===== src/design/ddo_pkg.sv =====
package ddo_pkg;

	localparam int CORDIC_STEPS = 24;

	localparam logic [1:0] CFG_MATCH_ID      = 2'd0;
	localparam logic [1:0] CFG_SPEED_PER_RPM = 2'd1;
	localparam logic [1:0] CFG_INV_TREAD     = 2'd2;

	localparam logic [19:0] DT_MAX_US = 20'hFFFFF;
	localparam logic [23:0] YAW_K     = 24'd11199533;
	localparam logic [19:0] DIV_K     = 20'd1000000;
	localparam logic [19:0] HALF_K    = 20'd500000;
	localparam logic signed [33:0] CORDIC_X0 = 34'sd652032874;

	// 2^52 / 10^6 rounded down, quotient estimate from the top 32 bits
	localparam logic [32:0] RECIP_K   = 33'd4503599627;
	localparam logic [21:0] DIV_K2    = 22'd2000000;
	localparam logic [21:0] DIV_K3    = 22'd3000000;

	localparam logic [31:0] ATAN_TAB [32] = '{
		32'd536870912, 32'd316933406, 32'd167458907, 32'd85004756, 32'd42667331,
		32'd21354465, 32'd10679838, 32'd5340245, 32'd2670163, 32'd1335087,
		32'd667544, 32'd333772, 32'd166886, 32'd83443, 32'd41722, 32'd20861,
		32'd10430, 32'd5215, 32'd2608, 32'd1304, 32'd652, 32'd326, 32'd163,
		32'd81, 32'd41, 32'd20, 32'd10, 32'd5, 32'd3, 32'd1, 32'd1, 32'd0
	};

	typedef struct packed {
		logic [28:0] can_id;
		logic [7:0]  left_rpm;
		logic [7:0]  right_rpm;
		logic [47:0] timestamp_us;
	} ddo_in_t;

	typedef struct packed {
		logic signed [39:0] pos_x;
		logic signed [39:0] pos_y;
		logic [31:0]        heading;
		logic signed [31:0] vel_x;
		logic signed [31:0] vel_y;
		logic signed [31:0] yaw_rate;
	} ddo_out_t;

	typedef struct packed {
		logic [7:0]  left_rpm;
		logic [7:0]  right_rpm;
		logic [47:0] timestamp_us;
	} ddo_item_t;

	typedef struct packed {
		logic      valid;
		ddo_item_t item;
	} ddo_head_t;

	typedef struct packed {
		logic [31:0] speed_per_rpm;
		logic [31:0] inv_tread;
	} ddo_cfg_t;

endpackage


===== src/design/ddo_front.sv =====
module ddo_front import ddo_pkg::*; (
	input  logic        clk,
	input  logic        arst_n,
	input  logic        in_valid,
	output logic        in_ready,
	input  ddo_in_t     in_data,
	input  logic [28:0] match_id,
	output ddo_head_t   head,
	input  logic        pop
);

	ddo_item_t  slot_q [2];
	logic       wr_ptr_q;
	logic       rd_ptr_q;
	logic [1:0] count_q;
	logic       push;
	logic       do_pop;

	assign in_ready = (count_q != 2'd2);
	// foreign identifiers are taken and dropped here
	assign push   = in_valid && in_ready && (in_data.can_id == match_id);
	assign do_pop = pop && (count_q != 2'd0);

	assign head.valid = (count_q != 2'd0);
	assign head.item  = slot_q[rd_ptr_q];

	always_ff @(posedge clk) begin
		if (push) begin
			slot_q[wr_ptr_q] <= '{left_rpm: in_data.left_rpm, right_rpm: in_data.right_rpm,
				timestamp_us: in_data.timestamp_us};
		end
	end

	always_ff @(posedge clk or negedge arst_n) begin
		if (!arst_n) begin
			wr_ptr_q <= 1'b0;
			rd_ptr_q <= 1'b0;
			count_q  <= 2'd0;
		end else begin
			if (push) wr_ptr_q <= ~wr_ptr_q;
			if (do_pop) rd_ptr_q <= ~rd_ptr_q;
			if (push && !do_pop) count_q <= count_q + 2'd1;
			else if (!push && do_pop) count_q <= count_q - 2'd1;
		end
	end

endmodule


===== config.mk =====
export PLATFORM = sky130hd
export DESIGN_NAME = ddo_front
export DESIGN_NICKNAME = d
export VERILOG_FILES = /design/src/design/ddo_pkg.sv /design/src/design/ddo_front.sv
export SDC_FILE = /design/constraint.sdc
export NUM_CORES = 1
export LEC_CHECK = 0
export BUFFER_PORTS_ARGS = -buffer_cell sky130_fd_sc_hd__buf_2
export CAP_MARGIN = 10
export CORE_MARGIN = 3
export CORE_UTILIZATION = 44
export CTS_CLUSTER_DIAMETER = 120
export DETAILED_ROUTE_END_ITERATION = 12
export PLACE_DENSITY_LB_ADDON = 0.12
export SYNTH_ARGS = -nofsm -noshare
export SYNTH_HDL_FRONTEND = slang
export SYNTH_SLANG_ARGS = --single-unit

===== constraint.sdc =====
create_clock -name clk -period 5.3 [get_ports clk]
set_clock_uncertainty 0.15 [all_clocks]
set_input_delay 0.265 -clock clk [delete_from_list [all_inputs] [get_ports clk]]
set_output_delay 0.265 -clock clk [all_outputs]
set_load 0.03 [all_outputs]

Word level (Yosys, flattened, before mapping). Memory sizes are Yosys's and may differ from the RTL's. Cells that the tools add are included.

Add/subtract/negate cells: 2. Multiply operators: 0. Div/mod/pow operators: 0. Order comparisons: 0. Equality and inequality tests: 2. Shift-type cells: 0. Muxes and demuxes: 4. Bitwise logic cells: 2. Reductions and logical operators: 9.

Operator list (count): == test 29 bit (1); logical AND 1 bit (5); 2-to-1 mux 2 bit (2); nonzero test 2 bit (2); adder 2 x 1 -> 2 bit, second input constant (1); logical NOT 1 bit (2); 2-to-1 mux 1 bit (2); != test 2 bit, second input constant (1); NOT 1 bit (2); subtractor 2 x 1 -> 2 bit, second input constant (1).

Flip-flop bits (word level): 4. Latch bits: 0. Bits in writable memories: 128. Memory bits (read-only): 0. Input bits: 126. Output and inout port bits: 66. Logic and storage cells: 23. Memories kept: 1.

Memory list: slot_q (words 2, bits a word 64, rd ports 1, clocked after Yosys merged registers in 0, write ports 1, line ddo_front.sv:12) `ddo_item_t slot_q [2];`.

Logic depth before layout (Yosys ltp). Gate-level depths: netlist of the first run.

Depth in word-level cells: 7. Mapped depth: 9. Depth with buffers taken out: 9.

Worst setup path after synthesis of the first run. Ideal clock, no wire load.

Path type: reg2reg. Start: reg count_q[0]. End: mem slot_q[0][0] in the netlist's numbering (enable). Library setup time: 486 ps. Data arrival time: 4054 ps. Required time: 4664 ps. Slack: 610 ps. Stages on the path, launching flop included: 5. Buffers on the path: 0. Clock period less this slack: 4690 ps. Cells stage by stage: dfrtp_1 -> nand2b_1 -> nand4_1 -> or4_4 -> nor2_1.

Longest elaborated chain between the ends: 5.

RTL lines: from (decl) (line ddo_front.sv:15) `logic [1:0] count_q;`; from (signal assigned) (line ddo_front.sv:42) `if (push && !do_pop) count_q <= count_q + 2'd1;`; from (signal assigned) (line ddo_front.sv:43) `else if (!push && do_pop) count_q <= count_q - 2'd1;`; != test 2 bit (line ddo_front.sv:19) `assign in_ready = (count_q != 2'd2);`; net in_ready (line ddo_front.sv:5) `output logic in_ready,`; logical AND 1 bit (2 in a row) (line ddo_front.sv:21) `assign push = in_valid && in_ready && (in_data.can_id == match_id);`; 2-to-1 mux 1 bit (line ddo_front.sv:28) `if (push) begin`; 2-to-1 mux 1 bit (implied by the code) (line ddo_front.sv:29) `slot_q[wr_ptr_q] <= '{left_rpm: in_data.left_rpm, right_rpm: in_data.right_rpm,`; to (decl) (line ddo_front.sv:12).

The timed path passes the listed nets, and every way through them passes these cells.

Worst setup path after layout of the first run.
Start: reg count_q[0]. End: mem slot_q[0][30] in the netlist's numbering (enable).

Longest elaborated chain between the ends: 5.

RTL lines (line): != test 2 bit (ddo_front.sv:19); logical AND 1 bit (2 in a row) (ddo_front.sv:21); 2-to-1 mux 1 bit (ddo_front.sv:28); 2-to-1 mux 1 bit (implied by the code) (ddo_front.sv:29).

No other way between the ends.

==> results of run 1 <==
## per-stage QoR
stage	hold WS, ps	power [mW]
global route	44.1	2.56
floorplan	-181	1.21
CTS	26.8	2.50
global placement	-75.3	1.27
finish	40.2	2.47
detailed placement	-72.9	1.27
## worst paths after layout
kind,start,to,cells past startpoint
setup / recovery,count_q[0],slot_q[0][30],5
hold / removal,arst_n,count_q[0],2
setup reg to reg,count_q[0],slot_q[0][30],5
hold reg to reg,count_q[1],count_q[1],1
max in group asynchronous,arst_n,rd_ptr_q,2
min in group clk,pop,rd_ptr_q,3
## cells by family (layout without fill, tap and decap cells)
logic type | count (synthesis) | count (layout) | share of synthesized area
buf+inv | 9 | 295 | 0.00781
fa+ha+maj | 1 | 1 | 0.00244
xor+xnor | 34 | 34 | 0.0596
simple gates | 16 | 16 | 0.0198
mux | 64 | 64 | 0.141
flops | 132 | 132 | 0.770
## layer usage
layer / GRT usage / share of wire / up-vias / routed length [µm]
li1: - / - / 1540 / -
met3: 0.0557 / 0.072 / 9 / 766
met1: 0.200 / 0.40 / 1463 / 4210
met5: 0 / 0 / - / 0
met2: 0.295 / 0.52 / 134 / 5560
met4: 0.0618 / 0.0089 / 0 / 95
## repair_timing
item                                    in CTS  in global routing
hold endpoints to repair                   132                  0
resized for setup                            0                  0
hold buffers                                65                  0
endpoints found under the setup margin       0                  0
## synth_stat cells
| library cell | instances | share of area |
|---|---|---|
| dfrtp_1 | 4 | 0.020 |
| buf_2 | 5 | 0.0049 |
| nand4_1 | 4 | 0.0049 |
| inv_1 | 2 | 0.0015 |
| edfxtp_1 | 128 | 0.75 |
| or2_2 | 1 | 0.0012 |
| nor4_2 | 1 | 0.0024 |
| nor4_1 | 4 | 0.0049 |
| xnor2_1 | 11 | 0.019 |
| mux2_2 | 64 | 0.14 |
| nand2_1 | 1 | 0.00073 |
| nor2_1 | 3 | 0.0022 |
| xor2_1 | 22 | 0.038 |
| nand2b_1 | 1 | 0.0012 |
| clkbuf_1 | 2 | 0.0015 |
| or4_4 | 1 | 0.0022 |
| ha_1 | 1 | 0.0024 |
| xnor2_2 | 1 | 0.0032 |
## power breakdown
| part | internal [mW] | total (mW) | switching (mW) |
|---|---|---|---|
| registers | 1.14 | 1.15 | 0.00220 |
| clock network | 0.781 | 1.19 | 0.406 |
| logic | 0.0852 | 0.139 | 0.0533 |
## flip-flops by register name, summed over array words and instances, names as in the netlist
name,cells
count_q,2
wr_ptr_q,1
rd_ptr_q,1
slot_q,128
## critical path, stage by stage (launching register included)
cell and delay (ps):
dfrtp_1 410, nand2b_1 170, nand4_1 110, or4_4 560, nor2_4 780, buf_4 400
## area by class of cell
type	count	area share
multi-input cells	115	0.153
flip-flops and latches	132	0.523
clock buffers	17	0.0564
repair buffers	261	0.218
inverters	2	0.000996
clock inverters	15	0.0247
well taps	140	0.0232
==> run_results.csv, run 1 <==
group,metric,value,unit
routing,wire_per_inst,15.6,µm
setup_path,cp.required,5240,ps
routing,drtIter0Drc,92,
clock_network,cts_made_buffers,17,
setup_path,setup.worst_path.start_class,"register",
timing,fmax,344,MHz
final_layout,layout.nets,656,
place,dpl.hpwl,7130,µm
global_routing,antenna_found_initial,0,
setup_path,cp.arrival,2840,ps
final_layout,area_growth,47.1,%
hold_path,worstHoldPathType,"in2async",
yosys,seq_area_frac_synth,0.770,
power_and_ir_drop,leakage,2.95,nW
routing,drt-total-wl,10600,µm
floorplanning,die-area,0.0130,mm²
clock_network,cts_setup_buffers,0,
yosys,syn_inst,256,
flow_run,cap_violations,0,
place,finalWeightedCongestion,0.752,
global_routing,grt_pass1_wl,16600,µm
global_routing,grt_max_degree,36,
global_routing,grt_pass1_vias,3410,
global_routing,grt-ovfl-total,0,
timing,tightest_slew,992,ps
clock_network,cts_root_buf,"clkbuf_16",
floorplanning,die_y,114,µm
yosys,ys_warn_count,0,
place,dp_cells,585,
timing,hold_viol_final,0,
setup_path,r2r_slack,2390,ps
clock_network,clk_latency,400,ps
final_layout,drive_gt1_frac,0.546,
final_layout,fin_util,0.678,
timing,final-setup-viol-count,0,
timing,worst_slack,2390,ps
setup_path,crit_type,"reg2reg",
final_layout,final_cells,682,
clock_network,cts_max_path_buffers,2,
floorplanning,start_util,0.461,
yosys,ys_ff_latch,132,
timing,slew_headroom,0.337,
routing,routed_via_density,4.61,
clock_network,clock_sinks,132,
clock_network,cts_tree,"built",
timing,finalCriticalPeriod,2910,ps
timing,rsz0062_at_grt,"false",
place,place.port_buffers,191,
final_layout,insertedDiodeCount,0,
timing,slew_viol_final,0,
place,pre_cts_slack,2080,ps
floorplanning,dieWidth,114,µm
status,status,"completed",
setup_path,worst_setup_path_end_kind,"register",
routing,via_count,3146,
yosys,syn_avg_cell_area,20.0,µm²
clock_network,htreeDepth,4,
routing,dr.pass1.iters,5,
timing,fin_crit_sh,0.549,
floorplanning,pin_count,192,
final_layout,multi_input_area,0.00115,mm²
timing,fin_tns_setup,0,ps
yosys,yosysUniqueCellTypes,18,
routing,drc,0,
final_layout,fin_area,0.00754,mm²
final_layout,most-common-layout-cells,"buf_2, edfxtp_1, dlygate4sd3_1",
routing,ant_nets,0,
floorplanning,rows,38,
yosys,syn_nets,383,
yosys,synth_area,0.00512,mm²
global_routing,grt_usage,0.171,
final_layout,final_common_cell,"buf_2",
clock_network,path_clk_slew,60,ps
place,place_area,0.00628,mm²
floorplanning,core,0.0111,mm²
power_and_ir_drop,power_density,328,mW/mm²
final_layout,num-fill-cells,781,
power_and_ir_drop,vdd_drop_max,0.201,mV
final_layout,seqCellArea,0.00395,mm²
setup_path,cp_max_fo,34,
Note: power is estimated with default switching activity, not from simulation.
==> run 2: changes to the inputs <==
==> constraint.sdc (replaced) <==
create_clock -name clk -period 2.7 [get_ports clk]
set_clock_uncertainty 0.15 [all_clocks]
set_input_delay 0.135 -clock clk [delete_from_list [all_inputs] [get_ports clk]]
set_output_delay 0.135 -clock clk [all_outputs]
set_load 0.03 [all_outputs]
==> run_results.csv, run 2 (same netlist as run 1, synthesis figures left out) <==
group,metric,value,unit
setup_path,cp.required,2410,ps
setup_path,setup.worst_path.start_class,"register",
clock_network,cts_tree,"built",
setup_path,worst_setup_path_end_kind,"output port",
global_routing,grt-ovfl-total,0,
final_layout,top_regs,"slot_q (128), count_q (2)",
routing,via_count,3217,
timing,hold_viol_final,0,
timing,rsz0062_at_grt,"false",
timing,finalCriticalPeriod,2160,ps
clock_network,cts_made_buffers,17,
final_layout,largest-register,"slot_q",
global_routing,grt_usage,0.168,
setup_path,cp_max_fo,46,
timing,fin_crit_sh,0.801,
place,place.port_buffers,191,
global_routing,grt_pass1_wl,16600,µm
final_layout,area_growth,48.5,%
floorplanning,dieWidth,114,µm
routing,drtIter0Drc,127,
final_layout,num-fill-cells,774,
clock_network,postCtsResizedCells,0,
floorplanning,core,0.0111,mm²
timing,slew_headroom,0.588,
clock_network,cts_max_path_buffers,2,
floorplanning,die-area,0.0130,mm²
final_layout,insertedDiodeCount,0,
global_routing,grt_pass1_vias,3587,
clock_network,clock_sinks,132,
power_and_ir_drop,vdd_drop_max,0.456,mV
clock_network,clk_latency,400,ps
routing,dr.pass1.iters,4,
timing,final-setup-viol-count,0,
clock_network,path_clk_slew,60,ps
power_and_ir_drop,leakage,2.97,nW
final_layout,drive_gt1_frac,0.539,
timing,slew_viol_final,0,
floorplanning,pin_count,192,
place,place_area,0.00634,mm²
routing,wire_per_inst,15.2,µm
routing,ant_nets,0,
floorplanning,rows,38,
place,dpl.hpwl,7130,µm
floorplanning,start_util,0.461,
timing,tightest_slew,618,ps
final_layout,fin_area,0.00761,mm²
routing,drc,0,
setup_path,cp.arrival,1880,ps
setup_path,crit_type,"reg2out",
timing,fmax,463,MHz
final_layout,largest_reg_flops,128,
status,status,"completed",
final_layout,fin_util,0.684,
global_routing,antenna_found_initial,0,
place,finalWeightedCongestion,0.783,
routing,routed_via_density,4.70,
clock_network,cts_root_buf,"clkbuf_16",
final_layout,most-common-layout-cells,"buf_2, edfxtp_1, dlygate4sd3_1",
power_and_ir_drop,power_density,633,mW/mm²
routing,drt-total-wl,10400,µm
final_layout,layout.nets,659,
global_routing,grt_max_degree,47,
final_layout,final_common_cell,"buf_2",
hold_path,worstHoldPathType,"in2reg",
floorplanning,die_y,114,µm
flow_run,cap_violations,0,
clock_network,htreeDepth,4,
-- run 2: changes by cell type in the layout (fill, tap and decap cells not counted), sizes merged --
cell / previous run / this run
inv: 4 / 2
dlygate4sd3: 65 / 67
clkinvlp: 3 / 1
clkbuf: 17 / 20
buf: 196 / 197
clkinv: 6 / 7
-- run 2: per-stage QoR --
step,instances,hold slack [ps],setup WS (ps),total power [mW],setup TNS (ps)
after floorplan,256,-311,-50.4,2.37,-5010
after detailed placement,586,-206,240,2.49,0
after CTS,685,33.2,499,4.86,0
after global routing,685,33.2,441,4.97,0
after global placement,586,-208,212,2.49,0
final,685,32.8,539,4.82,0
-- run 2: path summary, 6_finish.rpt --
check                           start           end  slack, ps  cells after the start
setup / recovery             rd_ptr_q       head[2]        540                      3
hold / removal               in_valid      wr_ptr_q         30                      4
max in group asynchronous      arst_n      rd_ptr_q       1750                      3
min in group asynchronous      arst_n      wr_ptr_q        480                      3
setup reg to reg           count_q[0]  slot_q[0][9]        610                      5
hold reg to reg            count_q[1]    count_q[1]        390                      1
-- run 2: area by class of cell --
class | instances | area, µm² | area share
clock buffers | 20 | 437 | 0.0574
clock inverters | 12 | 161 | 0.0212
inverters | 2 | 7.51 | 0.000987
multi-input cells | 115 | 1160 | 0.153
flip-flops and latches | 132 | 3950 | 0.518
well taps | 140 | 175 | 0.0230
repair buffers | 264 | 1720 | 0.226
-- run 2: routing by layer --
metal | up-vias | share of wire | wire (µm) | global-route usage
met5 | - | 0 | 0 | 0
met2 | 142 | 0.54 | 5570 | 0.304
met1 | 1522 | 0.37 | 3890 | 0.181
met4 | 0 | 0.013 | 130 | 0.0578
met3 | 10 | 0.077 | 802 | 0.0599
li1 | 1543 | - | - | -
-- run 2: repair_timing --
action                     4_1_cts  5_1_grt
buffers inserted                 0        0
setup endpoints to repair        0        0
hold endpoints to repair       133        0
hold buffers                    67        0
-- run 2: worst max-delay path: stages (launching register included) --
cell     delay, ps
dfrtp_2        350
buf_4          490
mux2_2         410
buf_2          180
-- run 2: power breakdown --
group          switching, mW  total (mW)  internal (mW)
Sequential          0.000836        2.25           2.25
Clock                  0.762        2.29           1.53
Combinational          0.109       0.279          0.170
==> run 3: changes to the inputs <==
==> constraint.sdc (replaced) <==
create_clock -name clk -period 1.75 [get_ports clk]
set_clock_uncertainty 0.15 [all_clocks]
set_input_delay 0.0875 -clock clk [delete_from_list [all_inputs] [get_ports clk]]
set_output_delay 0.0875 -clock clk [all_outputs]
set_load 0.03 [all_outputs]
==> run_results.csv, run 3 (same netlist as run 1, synthesis figures left out) <==
group,metric,value,unit
routing,routed_via_density,4.86,
routing,drtIter0Drc,134,
setup_path,r2r_start,"count_q[1]",
place,dpl.hpwl,7090,µm
global_routing,grt-ovfl-total,0,
floorplanning,dieWidth,114,µm
timing,rsz0062_at_grt,"true",
global_routing,grt_pass1_vias,3868,
setup_path,cp_max_fo,8,
timing,finalCriticalPeriod,2020,ps
setup_path,crit_chain,"nand2b_4 > nand4_1 > or4_4 > nor2_4 > buf_8 > clkbuf_16",
hold_path,min_from,"in_data[70]",
floorplanning,pin_count,192,
setup_path,max_stage_delay,500,ps
setup_path,cp.arrival,1990,ps
clock_network,cts_max_path_buffers,2,
final_layout,final_common_cell,"edfxtp_1",
setup_path,r2r_slack,-270,ps
timing,worst_slack,-274,ps
final_layout,fin_area,0.00908,mm²
final_layout,insertedDiodeCount,0,
setup_path,reg2regPathDepth,6,
final_layout,drive_gt1_frac,0.581,
clock_network,clk_latency,400,ps
setup_path,crit_type,"reg2reg",
routing,wire_per_inst,20.5,µm
global_routing,grt_usage,0.201,
routing,via_count,3536,
global_routing,grt_pass1_wl,19600,µm
floorplanning,die-area,0.0130,mm²
clock_network,cts_tree,"built",
floorplanning,die_y,114,µm
global_routing,grt_max_degree,33,
final_layout,largest-register,"slot_q",
hold_path,hold-path-cell-count,5,
clock_network,htreeDepth,4,
routing,drt-total-wl,14900,µm
final_layout,most-common-layout-cells,"edfxtp_1, buf_2, buf_6",
timing,fin_tns_setup,-39490,ps
floorplanning,core,0.0111,mm²
hold_path,worstHoldPathType,"in2reg",
place,place_area,0.00641,mm²
setup_path,cp.required,1710,ps
routing,drc,0,
floorplanning,rows,38,
power_and_ir_drop,leakage,3.65,nW
flow_run,cap_violations,0,
timing,slew_viol_final,0,
timing,fin_crit_sh,1.16,
final_layout,layout.nets,701,
clock_network,cts_made_buffers,17,
timing,final-setup-viol-count,189,
setup_path,critPathSlowestCell,"or4_4",
final_layout,area_growth,77.2,%
global_routing,antenna_found_initial,0,
timing,fmax,494,MHz
floorplanning,start_util,0.461,
status,status,"finished, violations left",
status,violations,"negative setup slack",
clock_network,path_clk_slew,60,ps
place,finalWeightedCongestion,0.726,
timing,slew_headroom,0.804,
routing,ant_nets,0,
final_layout,largest_reg_flops,128,
setup_path,critPathLaunch,"count_q[1]",
power_and_ir_drop,power_density,858,mW/mm²
setup_path,worst_setup_path_end_kind,"register",
setup_path,setup.worst_path.start_class,"register",
clock_network,clock_sinks,132,
power_and_ir_drop,vdd_drop_max,0.623,mV
final_layout,top_regs,"slot_q (128), count_q (2)",
routing,dr.pass1.iters,4,
place,place.port_buffers,191,
clock_network,cts_root_buf,"clkbuf_16",
timing,hold_viol_final,0,
timing,tightest_slew,292,ps
-- run 3: changes by cell type in the layout (fill, tap and decap cells not counted), sizes merged --
cell	before	now
buf	197	229
bufinv	4	5
clkinv	7	6
clkinvlp	1	3
clkbuf	20	28
-- run 3: what timing repair did --
action | in CTS | in global routing
hold buffers | 67 | 0
setup buffers | 12 | 7
cloned | 10 | 13
resized for setup | 109 | 130
setup endpoints to repair | 195 | 195
endpoints found under the hold margin | 134 | 0
pin swaps | 0 | 1
-- run 3: layout make-up --
| cell class | count | area, µm² |
|---|---|---|
| inverters | 2 | 7.51 |
| repair buffers | 306 | 2930 |
| flip-flops and latches | 132 | 3950 |
| clock buffers | 18 | 429 |
| clock inverters | 14 | 210 |
| fillers | 575 | 2050 |
| multi-input cells | 115 | 1380 |
| well taps | 140 | 175 |
-- run 3: metal layers --
| layer | up-vias | track usage | wire (µm) |
|---|---|---|---|
| met1 | 1733 | 0.219 | 5410 |
| met2 | 146 | 0.370 | 8340 |
| li1 | 1640 | - | - |
| met3 | 17 | 0.0637 | 879 |
| met4 | 0 | 0.0689 | 272 |
| met5 | - | 0 | 0 |
-- run 3: per-stage QoR --
stage	power, mW	utilization	hold slack, ps	setup WS, ps	cells
global route	8.01	0.816	38.3	-333	727
global placement	3.84	0.576	-238	-557	592
CTS	7.78	0.758	2.83	-244	713
detailed placement	3.85	0.576	-239	-584	592
finish	7.79	0.816	25.3	-274	727
floorplan	3.65	-	-358	-953	256
-- run 3: report_power, final --
part	internal [mW]	switching, mW
logic	0.317	0.193
clock network	2.52	1.29
registers	3.47	0.00164
total	6.30	1.48
-- run 3: critical path, delay by kind of cell (launching register included) --
kind | cells | cell delay [ps]
buf+inv | 2 | 330
flops | 1 | 410
simple gates | 4 | 830
-- run 3: path summary, 6_finish.rpt --
kind | endpoint
min in group asynchronous | count_q[1]
hold / removal | wr_ptr_q
setup / recovery | slot_q[0][36]
setup reg to reg | slot_q[0][36]
max in group asynchronous | rd_ptr_q
hold reg to reg | wr_ptr_q
